<file path="src/rtl/core/ces_pkg.sv">
// ----------------------------------------------------------------------------
// ces_pkg
// Types, character codes and pattern helpers for the color escape stripper.
// ----------------------------------------------------------------------------
`default_nettype none

package ces_pkg;

    localparam int ByteW    = 8;
    localparam int LimitW   = 16;
    localparam int MaxOut   = 4;
    localparam int OutCntW  = 3;
    localparam int ProgW    = 2;

    localparam logic [LimitW-1:0] LIMIT_RESET = 16'd255;

    localparam logic [ByteW-1:0] CHAR_NUL  = 8'h00;
    localparam logic [ByteW-1:0] CHAR_ESC  = 8'h1B;
    localparam logic [ByteW-1:0] CHAR_LBR  = 8'h5B;
    localparam logic [ByteW-1:0] CHAR_SEMI = 8'h3B;
    localparam logic [ByteW-1:0] CHAR_C    = 8'h43;
    localparam logic [ByteW-1:0] CHAR_ZERO = 8'h30;
    localparam logic [ByteW-1:0] CHAR_M    = 8'h6D;

    typedef enum logic [1:0] {
        MODE_TEXT    = 2'd0,
        MODE_HEADER  = 2'd1,
        MODE_SEGMENT = 2'd2
    } mode_t;

    // Expected byte at a given match position of the prefix or suffix.
    function automatic logic [ByteW-1:0] pattern_byte(input logic seg,
                                                      input logic [ProgW-1:0] idx);
        logic [ByteW-1:0] b;
        unique case (idx)
            2'd0:    b = CHAR_ESC;
            2'd1:    b = CHAR_LBR;
            2'd2:    b = seg ? CHAR_ZERO : CHAR_C;
            default: b = CHAR_M;
        endcase
        return b;
    endfunction

    // Byte held at a given position of a partial match.
    function automatic logic [ByteW-1:0] held_byte(input logic [ProgW-1:0] idx);
        logic [ByteW-1:0] b;
        unique case (idx)
            2'd0:    b = CHAR_ESC;
            2'd1:    b = CHAR_LBR;
            default: b = CHAR_ZERO;
        endcase
        return b;
    endfunction

endpackage

`default_nettype wire

</file>
<file path="src/rtl/core/color_escape_stripper_unit.sv">
// ----------------------------------------------------------------------------
// color_escape_stripper_unit
// Strips color escape headers and trailers from a zero-terminated text stream.
// ----------------------------------------------------------------------------
// Usage:
//   s_axis_* carries one input byte per transaction; byte 0 ends a string.
//   m_axis_* carries result bytes; tlast marks the last result of one input
//   byte. An input byte yields zero to four results.
//   cfg_we / cfg_wdata load the output limit (text bytes per string); write
//   it only while the block is idle.
// Flow: a byte is registered at acceptance, then processed into a four-entry
//   result buffer once that buffer is empty or handing over its last result,
//   and its results are presented from there.
// Throughput: one input byte per cycle while each byte yields at most one
//   result and m_axis_tready stays high; a byte that flushes a held partial
//   match yields several results, and the next byte is not processed until they drain.
// Reset: clears parse mode, match progress, text count and both buffers, and
//   sets the output limit to 255.
// Stall: when m_axis_tready is low the result buffer holds, the input register
//   fills, and s_axis_tready drops until the buffer drains.
// ----------------------------------------------------------------------------
`default_nettype none

module color_escape_stripper_unit
    import ces_pkg::*;
(
    input  wire logic              clk,
    input  wire logic              rst_n,
    input  wire logic              cfg_we,
    input  wire logic [LimitW-1:0] cfg_wdata,     // output_limit
    input  wire logic              s_axis_tvalid,
    output      logic              s_axis_tready,
    input  wire logic [ByteW-1:0]  s_axis_tdata,  // [7:0] in_byte
    output      logic              m_axis_tvalid,
    input  wire logic              m_axis_tready,
    output      logic [ByteW-1:0]  m_axis_tdata,  // [7:0] out_byte
    output      logic              m_axis_tlast   // last
);

    logic [LimitW-1:0]  limit_reg;
    mode_t              mode_reg, mode_next;
    logic [ProgW-1:0]   prog_reg, prog_next;
    logic [LimitW-1:0]  count_reg, count_next;
    logic               in_valid_reg;
    logic [ByteW-1:0]   in_byte_reg;
    logic [ByteW-1:0]   buf_reg [MaxOut];
    logic [ByteW-1:0]   buf_next [MaxOut];
    logic [OutCntW-1:0] rem_reg, rem_next;

    logic               take;
    logic               process;
    logic [ByteW-1:0]   x;
    logic               seg;
    logic               match;
    logic [ByteW-1:0]   text_byte [MaxOut];
    logic [OutCntW-1:0] n_text;
    logic               term;
    logic [LimitW:0]    diff;
    logic [OutCntW-1:0] room;
    logic [OutCntW-1:0] n_emit;

    assign take          = m_axis_tvalid && m_axis_tready;
    assign process       = in_valid_reg &&
                           ((rem_reg == '0) || ((rem_reg == OutCntW'(1)) && take));
    assign s_axis_tready = !in_valid_reg || process;
    assign m_axis_tvalid = (rem_reg != '0);
    assign m_axis_tdata  = buf_reg[0];
    assign m_axis_tlast  = (rem_reg == OutCntW'(1));

    assign x   = in_byte_reg;
    assign seg = (mode_reg == MODE_SEGMENT);

    always_comb
    begin
        mode_next  = mode_reg;
        prog_next  = prog_reg;
        n_text     = '0;
        term       = 1'b0;
        match      = (x != CHAR_NUL) && (x == pattern_byte(seg, prog_reg));
        for (int i = 0; i < MaxOut; i++)
        begin
            text_byte[i] = (OutCntW'(i) < {1'b0, prog_reg}) ? held_byte(ProgW'(i)) : x;
        end

        if (mode_reg == MODE_HEADER)
        begin
            if (x == CHAR_NUL)
                term = 1'b1;
            else if (x == CHAR_SEMI)
                mode_next = MODE_SEGMENT;
        end
        else if (match)
        begin
            if ((seg && prog_reg == 2'd3) || (!seg && prog_reg == 2'd2))
            begin
                mode_next = seg ? MODE_TEXT : MODE_HEADER;
                prog_next = '0;
            end
            else
            begin
                prog_next = prog_reg + 2'd1;
            end
        end
        else
        begin
            n_text    = {1'b0, prog_reg};
            prog_next = '0;
            if (x == CHAR_NUL)
                term = 1'b1;
            else if (x == CHAR_ESC)
                prog_next = 2'd1;
            else
                n_text = {1'b0, prog_reg} + OutCntW'(1);
        end

        // Limit on text bytes per string.
        diff = {1'b0, limit_reg} - {1'b0, count_reg};
        if (limit_reg <= count_reg)
            room = '0;
        else if (diff >= (LimitW+1)'(MaxOut))
            room = OutCntW'(MaxOut);
        else
            room = diff[OutCntW-1:0];
        n_emit     = (n_text < room) ? n_text : room;
        count_next = count_reg + LimitW'(n_emit);

        if (term)
        begin
            mode_next  = MODE_TEXT;
            prog_next  = '0;
            count_next = '0;
        end

        for (int i = 0; i < MaxOut; i++)
        begin
            buf_next[i] = (OutCntW'(i) < n_emit) ? text_byte[i] : CHAR_NUL;
        end
        rem_next = n_emit + OutCntW'(term);
    end

    always_ff @(posedge clk or negedge rst_n)
    begin
        if (!rst_n)
        begin
            limit_reg    <= LIMIT_RESET;
            mode_reg     <= MODE_TEXT;
            prog_reg     <= '0;
            count_reg    <= '0;
            in_valid_reg <= 1'b0;
            rem_reg      <= '0;
        end
        else
        begin
            if (cfg_we)
                limit_reg <= cfg_wdata;

            if (s_axis_tvalid && s_axis_tready)
                in_valid_reg <= 1'b1;
            else if (process)
                in_valid_reg <= 1'b0;

            if (process)
            begin
                mode_reg  <= mode_next;
                prog_reg  <= prog_next;
                count_reg <= count_next;
                rem_reg   <= rem_next;
            end
            else if (take)
            begin
                rem_reg <= rem_reg - OutCntW'(1);
            end
        end
    end

    // Payload: hold the input byte and advance the result buffer.
    always_ff @(posedge clk)
    begin
        if (s_axis_tvalid && s_axis_tready)
            in_byte_reg <= s_axis_tdata;

        if (process)
        begin
            for (int i = 0; i < MaxOut; i++)
                buf_reg[i] <= buf_next[i];
        end
        else if (take)
        begin
            for (int i = 0; i < MaxOut - 1; i++)
                buf_reg[i] <= buf_reg[i+1];
            buf_reg[MaxOut-1] <= CHAR_NUL;
        end
    end

endmodule

`default_nettype wire

</file>
<file path="config.mk">
export PLATFORM = sky130hd
export DESIGN_NAME = color_escape_stripper_unit
export DESIGN_NICKNAME = d
export VERILOG_FILES = /design/src/rtl/core/ces_pkg.sv /design/src/rtl/core/color_escape_stripper_unit.sv
export SDC_FILE = /design/constraint.sdc
export NUM_CORES = 1
export LEC_CHECK = 0
export BUFFER_PORTS_ARGS = -buffer_cell sky130_fd_sc_hd__buf_2
export CAP_MARGIN = 20
export CORE_ASPECT_RATIO = 0.9
export CORE_MARGIN = 1.5
export CORE_UTILIZATION = 55
export DETAILED_ROUTE_END_ITERATION = 16
export PLACE_DENSITY = 0.83
export SYNTH_ARGS = -nofsm -noshare
export SYNTH_HDL_FRONTEND = slang
export SYNTH_SLANG_ARGS = --single-unit
</file>
<file path="constraint.sdc">
create_clock -name clk -period 5.8 [get_ports clk]
set_input_delay 0 -clock clk [delete_from_list [all_inputs] [get_ports clk]]
set_output_delay 0 -clock clk [all_outputs]
set_load 0.1 [all_outputs]
</file>
== Word level (Yosys, flattened, before mapping) ==
Memories as Yosys holds them, arrays and structs flattened.
Cells that the tools add are included.

* Output and inout bits: 11
* Memories: 1
* Register bits: 48
* RAM bits: 32
* Logic and storage cells: 109
* Input bits: 29

{| class="wikitable"
|+ Memories
! memory !! words !! width !! rd ports !! clocked after Yosys merged registers in !! write ports !! line !! source
|-
| buf_reg || 4 || 8 || 4 || 0 || 4 || color_escape_stripper_unit.sv:46 || <nowiki>logic [ByteW-1:0] buf_reg [MaxOut];</nowiki>
|}

* Bitwise operators: 4
* Reductions and logical operators: 23
* Equality and inequality tests: 12
* Magnitude comparators: 10
* Multiplexer cells: 46
* Add/subtract/negate cells: 6

{| class="wikitable"
|+ Operators by type and width
! cell !! number
|-
| $mux W8 || 11
|-
| $mux W3 || 9
|-
| $pmux W7 S3 || 1
|-
| $mux W2 || 10
|-
| $ge A17 B3 Y1 const B || 1
|-
| $sub A16 B16 Y17 || 1
|-
| $add A16 B3 Y16 || 1
|-
| $le A16 B16 Y1 || 1
|-
| $mux W16 || 1
|-
| $mux W1 || 13
|-
| $reduce_bool A3 Y1 || 3
|-
| $eq A8 B5 Y1 const B || 1
|-
| $eq A8 B6 Y1 const B || 1
|-
| $eq A8 B8 Y1 || 1
|-
| $logic_not A8 Y1 || 1
|-
| $reduce_bool A8 Y1 || 1
|-
| $logic_and A1 B1 Y1 || 7
|-
| $mux W7 || 1
|-
| $eq A2 B2 Y1 const B || 3
|-
| $lt A1 B3 Y1 const A || 2
|-
| $lt A2 B3 Y1 const A || 2
|-
| $reduce_and A5 Y1 || 1
|-
| $eq A2 B1 Y1 const B || 2
|-
| $lt A1 B2 Y1 const A || 2
|-
| other kinds (17) || 24
|}

== Logic depth before layout (Yosys ltp) ==
* Word-level depth: 12
* Gate-level depth with buffers: 25
* Gate-level depth less buffers: 25

== Least setup slack after synthesis ==
OpenSTA, ideal clock, no wires.

* Path kind: flip-flop to flip-flop
* Start: register limit_reg[0]
* End: register count_reg[14]
* Data required time: 5.723 ns
* Arrival: 5.448 ns
* Setup time: 0.077 ns
* Cell stages (with the launch flop): 24
* Slack: 0.275 ns
* Clock period less this slack: 5.525 ns
* Path buffers: 1
* Path through: dfstp_2 inv_1 ha_1 fa_1 nor2b_4 o2111ai_4 a31oi_1 or3b_2 mux2i_1 nor3b_1 nand4_1 or4b_1 or2_1 ha_1 o311ai_0 a21oi_1 a31oi_1 o21ai_0 fa_1 a21oi_1 or3_1 clkbuf_1 or3_1 a21oi_1

* Word-level cells in the longest chain between the ends: 8
* Elaborated cells on any way between the ends: 9
* Those cells by class: add/sub: 2; order compare: 3; mux: 4

{| class="wikitable"
|+ RTL lines
! what !! line !! source
|-
| start, declared || color_escape_stripper_unit.sv:40 || <nowiki>logic [LimitW-1:0] limit_reg;</nowiki>
|-
| start signal, assigned || color_escape_stripper_unit.sv:155 || <nowiki>limit_reg <= cfg_wdata;</nowiki>
|-
| $sub A16 B16 Y17 || color_escape_stripper_unit.sv:117 || <nowiki>diff = {1'b0, limit_reg} - {1'b0, count_reg};</nowiki>
|-
| $ge A17 B3 Y1 || color_escape_stripper_unit.sv:120 || <nowiki>else if (diff >= (LimitW+1)'(MaxOut))</nowiki>
|-
| $mux W3 || color_escape_stripper_unit.sv:120 ||
|-
| $mux W3 (*) || color_escape_stripper_unit.sv:118 || <nowiki>if (limit_reg <= count_reg)</nowiki>
|-
| $lt A3 B3 Y1 || color_escape_stripper_unit.sv:124 || <nowiki>n_emit = (n_text < room) ? n_text : room;</nowiki>
|-
| $mux W3 (*) || color_escape_stripper_unit.sv:124 ||
|-
| $add A16 B3 Y16 (*) || color_escape_stripper_unit.sv:125 || <nowiki>count_next = count_reg + LimitW'(n_emit);</nowiki>
|-
| $mux W16 (*) || color_escape_stripper_unit.sv:127 || <nowiki>if (term)</nowiki>
|-
| end signal, assigned || color_escape_stripper_unit.sv:166 || <nowiki>count_reg <= count_next;</nowiki>
|-
| end, declared || color_escape_stripper_unit.sv:43 || <nowiki>logic [LimitW-1:0] count_reg, count_next;</nowiki>
|}

Mark *: on every way between the ends. The rest lies on a longest branch, timed or not.
A chain may end at the register's enable or synchronous reset.

== Worst setup path after layout ==
* Start: register limit_reg[0]
* End: register count_reg[9]

The elaborated chain is that of the path after synthesis.

==> metrics.txt <==
antenna cells=0; initial antenna violation count=0; clk slew on worst S/H paths=0.09 ns; largest family of logic cells by synthesized area=simple AND/OR/NAND/NOR gates; worst skew pair latency=0.36 ns; post-synthesis xor/xnor area fraction=3.27%; Worst-Margin Slew=0.902 ns; ys async rst share=50.0%; Finished Cell Area=6250 sq um; Post-Synth Adder-Cell Area=8.68%; drt via density=6.08; synth unique cells=71; Post-Synth Simple-Gate Area=20.0%; Syn. warnings=0; WS Path Type=flop to flop; Iter 0 DRT Violations=503; CTS H-tree depth=3; share of post-route cells with drive strength above 1=19.8%; synthesis-to-finish area growth=16.6%; Critical Path AT=5.85 ns; Worst setup EP type=flop; Tot GR Track Use=26.9%; Req. time, crit path=6.01 ns; Fmax=177 MHz; Placed Area=5650 sq um; most common cell after layout, fill and taps aside=nand2_1; Hold WC Path Type=primary input to flop; Final setup viols=0; most frequent cells in the layout=nand2_1 (69), edfxtp_1 (40), nor2_1 (39), buf_2 (39), a21oi_1 (35); max-cap viol count=0; DRC=0; IO Pins=40; via count=4,663; Worst VDD drop=0.000438 V; Clock Skew=0.0141 ns; Setup WS pre-CTS=-0.0792 ns; EDFF count, synth=40; max-slew violation count=0; root buffer cell=clkbuf_8; Syn Inst Count=575; fin nets=705; Synth Net Count=640; number of global-route vias before repair=4,440; Most used DFF post-synth=edfxtp_1; Tot Pwr=2360 uW; Final Wtd Congestion=0.916; Setup Total Neg Slack=0 ns; mean area per synthesized cell=9.32 sq um; wire length per cell=17.4 um; CTS max path bufs=2; CTS tree=done; Max-slew headroom=39.9%; Die Ht=96.7 um; Overflow after GRT=0; min Tclk post-route=5.65 ns; DIE AREA=10,300 sq um; TritonCTS Sinks=80; global-route wire length before repair=22.1 mm; sequential area share after synthesis=41.3%; leakage power=0.00258 uW; Final Hold Fails=0; CORE AREA=9290 sq um; Worst Path Max Fanout=4; hpwl dp=9.40 mm; setup ws final=0.152 ns; Compound-Gate Fraction of Synth Area=18.4%; period utilisation layout=97.4%; port bufs=39; type of origin of the critical path=flop; Die X=107 um; routed wire length=13.3 mm; Cell Rows=33; run status=completed; max reg flops=32; pwr dens=378 nW/um^2; DRT Pass-1 Iters=5; Seq cells post-synth=80; initial core utilization=57.7%; Cell Area, Synth=5360 sq um; largest net degree at the start of global routing=41; TritonCTS buffer count=9; mux share of post-synthesis cell area=3.55%; Detail Route Antenna Nets=0
## cells in the mapped netlist (all sizes together) (4+ instances only)
library cell,count,area share [%]
edfxtp,40,22
o211ai,4,0.56
a31o,4,0.65
nor3,15,1.5
nor2b,9,1.2
nand2,70,4.9
nand3b,4,0.56
nand4,4,0.47
xnor2,13,2.1
a31oi,6,0.70
or3,10,1.2
o31ai,18,2.5
o21ai,34,3.2
nand3,19,1.8
dfrtp,32,15
mux2,16,3.4
inv,32,2.2
nor2,40,2.8
a21o,12,1.7
ha,34,7.9
a22o,5,0.82
nor4,9,1.1
buf,5,0.68
xor2,7,1.1
and3,11,1.3
clkbuf,20,1.6
nand2b,5,0.58
dfstp,8,3.9
o21a,4,0.56
a21oi,39,3.6
## stage by stage
stage | hold WS (ns) | util (%) | cells
3_5_place_dp | 0.164 | 60.8 | 720
6_report | 0.0582 | 67.3 | 767
4_1_cts | 0.0378 | 66.2 | 763
3_3_place_gp | 0.144 | 60.8 | 720
5_1_grt | 0.105 | 67.3 | 767
2_1_floorplan | -0.296 | - | 575
## power breakdown
part	internal [uW]	leakage, uW	switching, uW
logic	330	0.00158	746
clock network	207	0.0000996	231
registers	764	0.000898	85.4
total	1300	0.00258	1060
## worst max-delay path: stages (launching register included)
cell and delay, ns:
dfstp_2 0.53, inv_1 0.05, ha_2 0.19, fa_2 0.43
xnor2_1 0.14, a311oi_1 0.34, o2111ai_1 0.15, or4b_1 0.55
nor2_1 0.11, nand4_1 0.11, or4b_4 0.52, or2_4 0.26
ha_4 0.29, o311ai_0 0.14, a21oi_1 0.16, a31oi_1 0.05
o21ai_1 0.16, buf_4 0.14, ha_1 0.22, a21o_1 0.18
a21oi_2 0.17, nor2_2 0.07, buf_4 0.16, and3_1 0.17
xnor2_1 0.14, nor2_1 0.07
## per-layer routing
metal	share of wire (%)	vias up	global-route usage (%)
met4	1.6	0	6.56
met2	45	193	41.1
met5	0	-	0
li1	-	2232	-
met3	7.2	31	4.45
met1	46	2207	39.9
## path summary, 6_finish.rpt
kind | depth (start not counted) | start | endpoint | slack, ns
max reg2reg | 25 | limit_reg[0]$_DFFE_PN1P_ | count_reg[9]$_DFFE_PN0P_ | 0.15
min reg2reg | 2 | mode_reg[1]$_DFFE_PN0P_ | mode_reg[1]$_DFFE_PN0P_ | 0.53
min | 3 | cfg_we | limit_reg[0]$_DFFE_PN1P_ | 0.06
min in group asynchronous | 2 | rst_n | count_reg[5]$_DFFE_PN0P_ | 0.29
max in group asynchronous | 2 | rst_n | count_reg[15]$_DFFE_PN0P_ | 4.96
max | 25 | limit_reg[0]$_DFFE_PN1P_ | count_reg[9]$_DFFE_PN0P_ | 0.15
## what timing repair did
action                                  CTS  global route
pin swaps                                 0            17
endpoints found under the setup margin    9            13
setup buffers                             0             4
gates cloned                              0             0
hold endpoints to repair                 58             0
resized for setup                         5            18
hold buffers                             27             0
## cells by family after synthesis
group / count (synthesis)
xor+xnor: 20
mux: 17
compound gates: 148
buf+inv: 59
simple gates: 215
fa+ha+maj: 36
flops: 80
## layout make-up
type	instances	area [sq um]
Fill cell	700	3040
Multi-Input combinational cell	436	2980
Sequential cell	80	2210
Timing Repair Buffer	80	571
Tap cell	122	153
Clock buffer	9	124
Inverter	33	124
Clock inverter	7	87.6
(Power assumes the default switching activity.)
